`src/rtl/hdr_pkg.sv`:
```
// shared constants, types and tables for the haversine distance pipeline
`timescale 1ns / 1ps
package hdr_pkg;

    // number of circular cordic micro-rotations, valid from 12 to 32
    localparam int CORDIC_STAGES = 24;

    // preprocess register, one register per micro-rotation, output register
    localparam int LAT_CORDIC = CORDIC_STAGES + 2;

    // digit-by-digit square root, one result bit per stage
    localparam int SQRT_STEPS = 31;
    localparam int LAT_SQRT   = SQRT_STEPS;

    // cordic datapath width and square root remainder width
    localparam int CW = 34;
    localparam int SW = 35;

    localparam logic signed [CW-1:0] CW_Q30  = 34'sd1073741824;
    localparam logic signed [CW-1:0] CW_HALF = 34'sd2147483648;
    localparam logic signed [CW-1:0] CW_GAIN = 34'sd652032874;
    localparam logic signed [CW-1:0] CW_ATAN_MAX = 34'sd268435456;

    // low part of round(2^64 / 3.6e9); the 2^32 part is an add of the angle itself
    localparam logic signed [63:0] DEG_K_LO  = 64'sd829128280;
    localparam logic signed [63:0] DEG_ROUND = 64'sd2147483648;

    localparam logic [30:0] SCALE_METER = 31'd1280965555;
    localparam logic [30:0] SCALE_YARD  = 31'd1400876741;
    localparam logic [60:0] DIST_ROUND  = 61'd4294967296;

    localparam logic FUNC_METER = 1'b0;
    localparam logic FUNC_YARD  = 1'b1;

    typedef enum logic {
        CORDIC_ROTATE,
        CORDIC_VECTOR
    } cordic_mode_t;

    // arctangent of 2^-idx in binary turns
    function automatic logic [31:0] atan_turn(input int unsigned idx);
        logic [31:0] v;
        case (idx)
            0:  v = 32'd536870912;
            1:  v = 32'd316933406;
            2:  v = 32'd167458907;
            3:  v = 32'd85004756;
            4:  v = 32'd42667331;
            5:  v = 32'd21354465;
            6:  v = 32'd10679838;
            7:  v = 32'd5340245;
            8:  v = 32'd2670163;
            9:  v = 32'd1335087;
            10: v = 32'd667544;
            11: v = 32'd333772;
            12: v = 32'd166886;
            13: v = 32'd83443;
            14: v = 32'd41722;
            15: v = 32'd20861;
            16: v = 32'd10430;
            17: v = 32'd5215;
            18: v = 32'd2608;
            19: v = 32'd1304;
            20: v = 32'd652;
            21: v = 32'd326;
            22: v = 32'd163;
            23: v = 32'd81;
            24: v = 32'd41;
            25: v = 32'd20;
            26: v = 32'd10;
            27: v = 32'd5;
            28: v = 32'd3;
            29: v = 32'd1;
            30: v = 32'd1;
            default: v = 32'd0;
        endcase
        return v;
    endfunction

endpackage

```
`src/rtl/hdr_isqrt.sv`:
```
// pipelined digit-by-digit square root of a q30 value, result in q30
`timescale 1ns / 1ps
module hdr_isqrt (
    input  logic        clk,
    input  logic        rst_n,
    input  logic        in_valid,
    input  logic [30:0] value,
    output logic        out_valid,
    output logic [30:0] root
);
    import hdr_pkg::*;

    logic [SQRT_STEPS-1:0] valid_reg;
    logic [61:0]           n_reg    [0:SQRT_STEPS-1];
    logic [SW-1:0]         rem_reg  [0:SQRT_STEPS-1];
    logic [30:0]           root_reg [0:SQRT_STEPS-1];

    for (genvar k = 0; k < SQRT_STEPS; k++)
    begin : g_step
        logic          v_prev;
        logic [61:0]   n_prev;
        logic [SW-1:0] rem_prev;
        logic [30:0]   root_prev;
        logic [SW-1:0] rem_sh;
        logic [SW-1:0] trial;
        logic          take;
        logic [SW-1:0] rem_next;
        logic [30:0]   root_next;

        if (k == 0)
        begin : g_first
            assign v_prev    = in_valid;
            assign n_prev    = {1'b0, value, 30'd0};
            assign rem_prev  = '0;
            assign root_prev = '0;
        end
        else
        begin : g_rest
            assign v_prev    = valid_reg[k-1];
            assign n_prev    = n_reg[k-1];
            assign rem_prev  = rem_reg[k-1];
            assign root_prev = root_reg[k-1];
        end

        always_comb
        begin
            rem_sh    = {rem_prev[SW-3:0], n_prev[61-2*k -: 2]};
            trial     = {{(SW-33){1'b0}}, root_prev, 2'b01};
            take      = rem_sh >= trial;
            rem_next  = take ? rem_sh - trial : rem_sh;
            root_next = {root_prev[29:0], take};
        end

        always_ff @(posedge clk or negedge rst_n)
        begin
            if (!rst_n)
            begin
                valid_reg[k] <= 1'b0;
            end
            else
            begin
                valid_reg[k] <= v_prev;
            end
        end

        always_ff @(posedge clk)
        begin
            n_reg[k]    <= n_prev;
            rem_reg[k]  <= rem_next;
            root_reg[k] <= root_next;
        end
    end

    assign out_valid = valid_reg[SQRT_STEPS-1];
    assign root      = root_reg[SQRT_STEPS-1];

endmodule

```
`config.mk`:
```
export PLATFORM = sky130hd
export DESIGN_NAME = hdr_isqrt
export DESIGN_NICKNAME = d
export VERILOG_FILES = /design/src/rtl/hdr_pkg.sv /design/src/rtl/hdr_isqrt.sv
export SDC_FILE = /design/constraint.sdc
export NUM_CORES = 2
export LEC_CHECK = 0
export ABC_AREA = 1
export CELL_PAD_IN_SITES_DETAIL_PLACEMENT = 0
export CELL_PAD_IN_SITES_GLOBAL_PLACEMENT = 1
export CORE_MARGIN = 2
export CORE_UTILIZATION = 34
export CTS_CLUSTER_DIAMETER = 200
export CTS_CLUSTER_SIZE = 25
export DETAILED_ROUTE_END_ITERATION = 6
export DONT_BUFFER_PORTS = 1
export GPL_ROUTABILITY_DRIVEN = 0
export PLACE_DENSITY_LB_ADDON = 0.1
export SKIP_CTS_REPAIR_TIMING = 1
export SYNTH_ARGS = -nofsm -noshare
export SYNTH_HDL_FRONTEND = slang
export SYNTH_SLANG_ARGS = --single-unit
```
`constraint.sdc`:
```
create_clock -name clk -period 3.2 [get_ports clk]
set_input_delay 0.32 -clock clk [delete_from_list [all_inputs] [get_ports clk]]
set_output_delay 0.32 -clock clk [all_outputs]
set_load 0.03 [all_outputs]
```
# == Yosys cells after proc, flatten, opt, wreduce, memory -nomap -nowiden ==
# Memory sizes are Yosys's and may differ from the RTL's.
# Cells that the tools add are included.
# classes
eq_ne,0
n_div,0
magnitude_cmp,31
n_mul,0
add_sub_neg,31
mux,31
reduce_logical,0
n_bitwise,0
shifts,0
# ops
operator,count
$mux W35,31
$ge A35 B33 Y1,30
$sub A35 B33 Y35,30
$sub A1 B1 Y2 const B,1
$ge A1 B1 Y1 const B,1
# totals
in_bits,34
n_memories,3
rom_bits,0
reg_bits,31
latchBits,0
out_inout_bits,32
ram_bits,3968
# memory_table
memory,words,width,read_ports,rd_ports_with_merged_regs,wr,line,source
n_reg,31,62,30,0,31,hdr_isqrt.sv:14,logic [61:0] n_reg [0:SQRT_STEPS-1];
rem_reg,31,35,30,0,31,hdr_isqrt.sv:15,logic [SW-1:0] rem_reg [0:SQRT_STEPS-1];
root_reg,31,31,31,0,31,hdr_isqrt.sv:16,logic [30:0] root_reg [0:SQRT_STEPS-1];

# == Logic depth before layout (Yosys ltp) ==
# An unclocked memory read counts as a cell.
# logic_depth
word_depth,3
mapped_depth,16
mapped_depth_nobuf,16

# == Worst setup path before layout ==
# OpenSTA, ideal clock, no wires.
# synth_path
path_type,register to register
start,"memory rem_reg[16][0], in the netlist rem_reg[8][0]"
end,"memory rem_reg[17][18], in the netlist rem_reg[8][53]"
t_arrival_ns,1.831
path_stages_with_launch,12
period_less_slack_ns,1.944
setup_ns,0.113
path_buffers,0
setup_slack_ns,1.256
cell_sequence,dfxtp_1 ha_1 inv_1 fa_1 o21ai_0 nand2_1 nand2_1 nand3_1 nand2_1 nand2_1 nand3_1 nand2_1
# synth_rtl
element,line
start: declaration,hdr_isqrt.sv:15

==> summary.md <==
| Metric | Value |
|---|---|
| Status | `finished clean` |
| Post-DP HPWL | `approximately 260 mm` |
| Relative slew slack | `0.4307` |
| Mapped Cells | `about 14k` |
| Initial antenna violation count | `11` |
| Pre-CTS WS | `between 400 and 500 ps` |
| Top area cells in the synthesized netlist | `dfxtp_1 36%, nand2_1 20%, inv_1 11%` |
| Worst-margin pin slew | `around 850 ps` |
| Power density cells | `between 600 and 700 mW/mm²` |
| Vias per cell | `between 4 and 5` |
| Setup WS post-layout | `between 300 and 400 ps` |
| Yosys cell types | `58` |
| Synth top area share | `0.3588` |
| Largest register FFs | `~920` |
| Tcrit/Tclk final | `0.8757` |
| Die Area | `0.2763 mm²` |
| H-tree depth | `3` |
| CTS max path bufs | `3` |
| Area delta synth->final | `6.814%` |
| Internal | `about 36 mW` |
| Vias | `83.65k` |
| # DRC | `0` |
| Cell with the most instances after synthesis | `nand2_1` |
| WS Path Type | `register to register` |
| CP max FO | `17` |
| Fin. Hold Viols | `0` |
| Reg2reg path depth | `12` |
| Layout cells sized above 1 | `0.02624` |
| First-pass GRT wire length | `around 470 mm` |
| WP data required | `a little under 4000 ps` |
| Max cap viols | `0` |
| Synth async-reset ratio | `0.01835` |
| Tmin final | `about 2800 ps` |
| Top cells by count, synth | `4,826 x nand2_1, 2,628 x inv_1, 1,658 x dfxtp_1` |
| Initial Util | `0.3417` |
| Clk slew on worst S/H paths | `100 ps` |
| R2r setup slk | `400 ps` |
| Vias in the first global route | `~79k` |
| Setup crit end kind | `register` |
| Switch share | `0.4254` |
| Die width | `about 530 µm` |
| Synth area leader | `dfxtp_1` |
| Initial DRT Pass Iterations | `6` |
| Synthesized area | `~0.093 mm²` |
| FF+latch count, synth | `around 1.7k` |
| Fillcell total | `29.55k` |
| WP data arrival | `~3500 ps` |
| WHS Path Cells | `1` |
| RSZ-0062 raised after global routing | `no` |
| Design Area, Final | `a little under 0.1 mm²` |
| Worst min path class | `primary input to register` |
| Total congestion overflow | `0` |
| Remaining antenna violation count | `0` |
| Num CTS Buffers | `77` |
| Top_reg_cell synth | `dfxtp_1` |
| CTS tree | `yes` |
| GRT Overall Usage | `0.2183` |
| Combinational power share | `0.357` |
| Largest net degree at the start of global routing | `39` |
| Maximum clock rate | `roughly 360 MHz` |
| Io pins | `66` |
| Syn. warnings | `0` |
| Mapped Nets | `14.60k` |
| Drt initial violations | `around 6.3k` |
| Clk pwr share | `0.182` |
| Hold Crit Endpoint | `root_reg[0][0]` |
| Setup TNS | `0 ps` |
| Reg2Reg Launch Point | `root_reg[0][379]` |
| Worst-skew pair later-pin latency | `roughly 790 ps` |
| Mean Syn Cell Area | `~6.6 µm²` |
| Seq/Total Area, Yosys | `0.3672` |
| Port bufs | `0` |
| Placed Area | `just under 0.1 mm²` |
| VDD IR max | `between 300 and 400 µV` |
| Reg power frac | `0.460` |
| Setup violators final | `0` |
| Static leakage | `55.00 nW` |
| Net switching power | `26.99 mW` |
| Final #Nets | `around 15k` |
| CTS root buf | `clkbuf_16` |
| Hold_sp | `value[30]` |
| CP Launch Type | `register` |
| Clock Skews | `53.12 ps` |
| Post-synth EDFFs | `0` |
| Max Slew Vio Count | `0` |
| Die H | `about 530 µm` |
| Worst R2R End | `rem_reg[6][40]` |
| Cell row count | `about 190` |
| CTS Sinks | `1,689` |
| Per-cell routed wire length | `17.55 µm` |
| Core area | `0.2708 mm²` |
| Total Wirelength | `about 310 mm` |
-- logic make-up after synthesis --
logic type | Yosys count | synth area share
flops | 1689 | 0.3672
buf+inv | 2782 | 0.1193
fa+ha+maj | 512 | 0.07038
compound gates | 853 | 0.05009
simple gates | 7829 | 0.3563
other cells | 1 | 0.00004053
xor+xnor | 388 | 0.03673
-- final cells by class --
class	instances	area, µm²	share of cell area
multi-input cells	9583	47510	0.4808
repair buffers	93	830.8	0.008407
flip-flops and latches	1689	33970	0.3437
well taps	3570	4467	0.04520
diodes	5	12.51	0.0001266
clock buffers	82	1977	0.02001
inverters	2645	9938	0.1006
clock inverters	7	115.1	0.001165
-- power groups by stage --
stage / logic, mW / registers [mW] / clock network (mW)
after floorplan: 16.5 / 27.3 / 0
after global placement: 22.5 / 29.8 / 0
after detailed placement: 22.4 / 29.7 / 0
after CTS: 22.5 / 29.2 / 12.2
after global routing: 25.9 / 29.6 / 12.9
final: 22.7 / 29.2 / 11.6
-- through the flow --
| step | utilization | power, mW | hold slack, ps | instances |
|---|---|---|---|---|
| 6_report | 0.3650 | 63.43 | 89.92 | 17674 |
| 5_1_grt | 0.3649 | 68.35 | 30.57 | 17670 |
| 4_1_cts | 0.3635 | 64.01 | -845.9 | 17634 |
| 3_5_place_dp | 0.3558 | 52.06 | 25.09 | 17545 |
| 3_3_place_gp | 0.3558 | 52.24 | 25.02 | 17545 |
| 2_1_floorplan | - | 43.75 | 24.41 | 14054 |
-- layout by cell type (no fill, tap or decap), drive strengths merged, types with 259 or more instances in the layout --
master,count
ha,498
nand2,4877
xor2,302
o21ai,259
nand3,1135
inv,2647
dfxtp,1658
a21oi,540
nor2,1141
nand4,259
-- worst max path at each step --
stage | depth (start not counted) | endpoint | startpoint
after floorplan | 11 | rem_reg[8][53] | rem_reg[8][0]
after global placement | 12 | rem_reg[6][39] | root_reg[0][379]
after detailed placement | 12 | rem_reg[6][40] | root_reg[0][379]
after CTS | 12 | rem_reg[6][40] | root_reg[0][379]
after global routing | 12 | rem_reg[6][40] | root_reg[0][379]
final | 12 | rem_reg[6][40] | root_reg[0][379]
-- routing by layer --
metal	global-route usage	wire, µm	vias up
met5	0	0	-
met4	0.04360	6322	0
met3	0.01715	12620	259
met2	0.3488	135600	1883
met1	0.3195	155500	38334
li1	-	-	43176
-- worst max-delay path, stage by stage, from the launching register on --
cell and delay (ps):
dfxtp_1 430, inv_1 70, ha_1 350, nand2_1 190, inv_1 60, a21oi_1 320
nand3_1 280, nand2_1 120, nand3_1 110, nor2_4 310, buf_4 310, nand2_1 90
nand2_1 80
No activity file was read; power rests on OpenSTA's default activity.
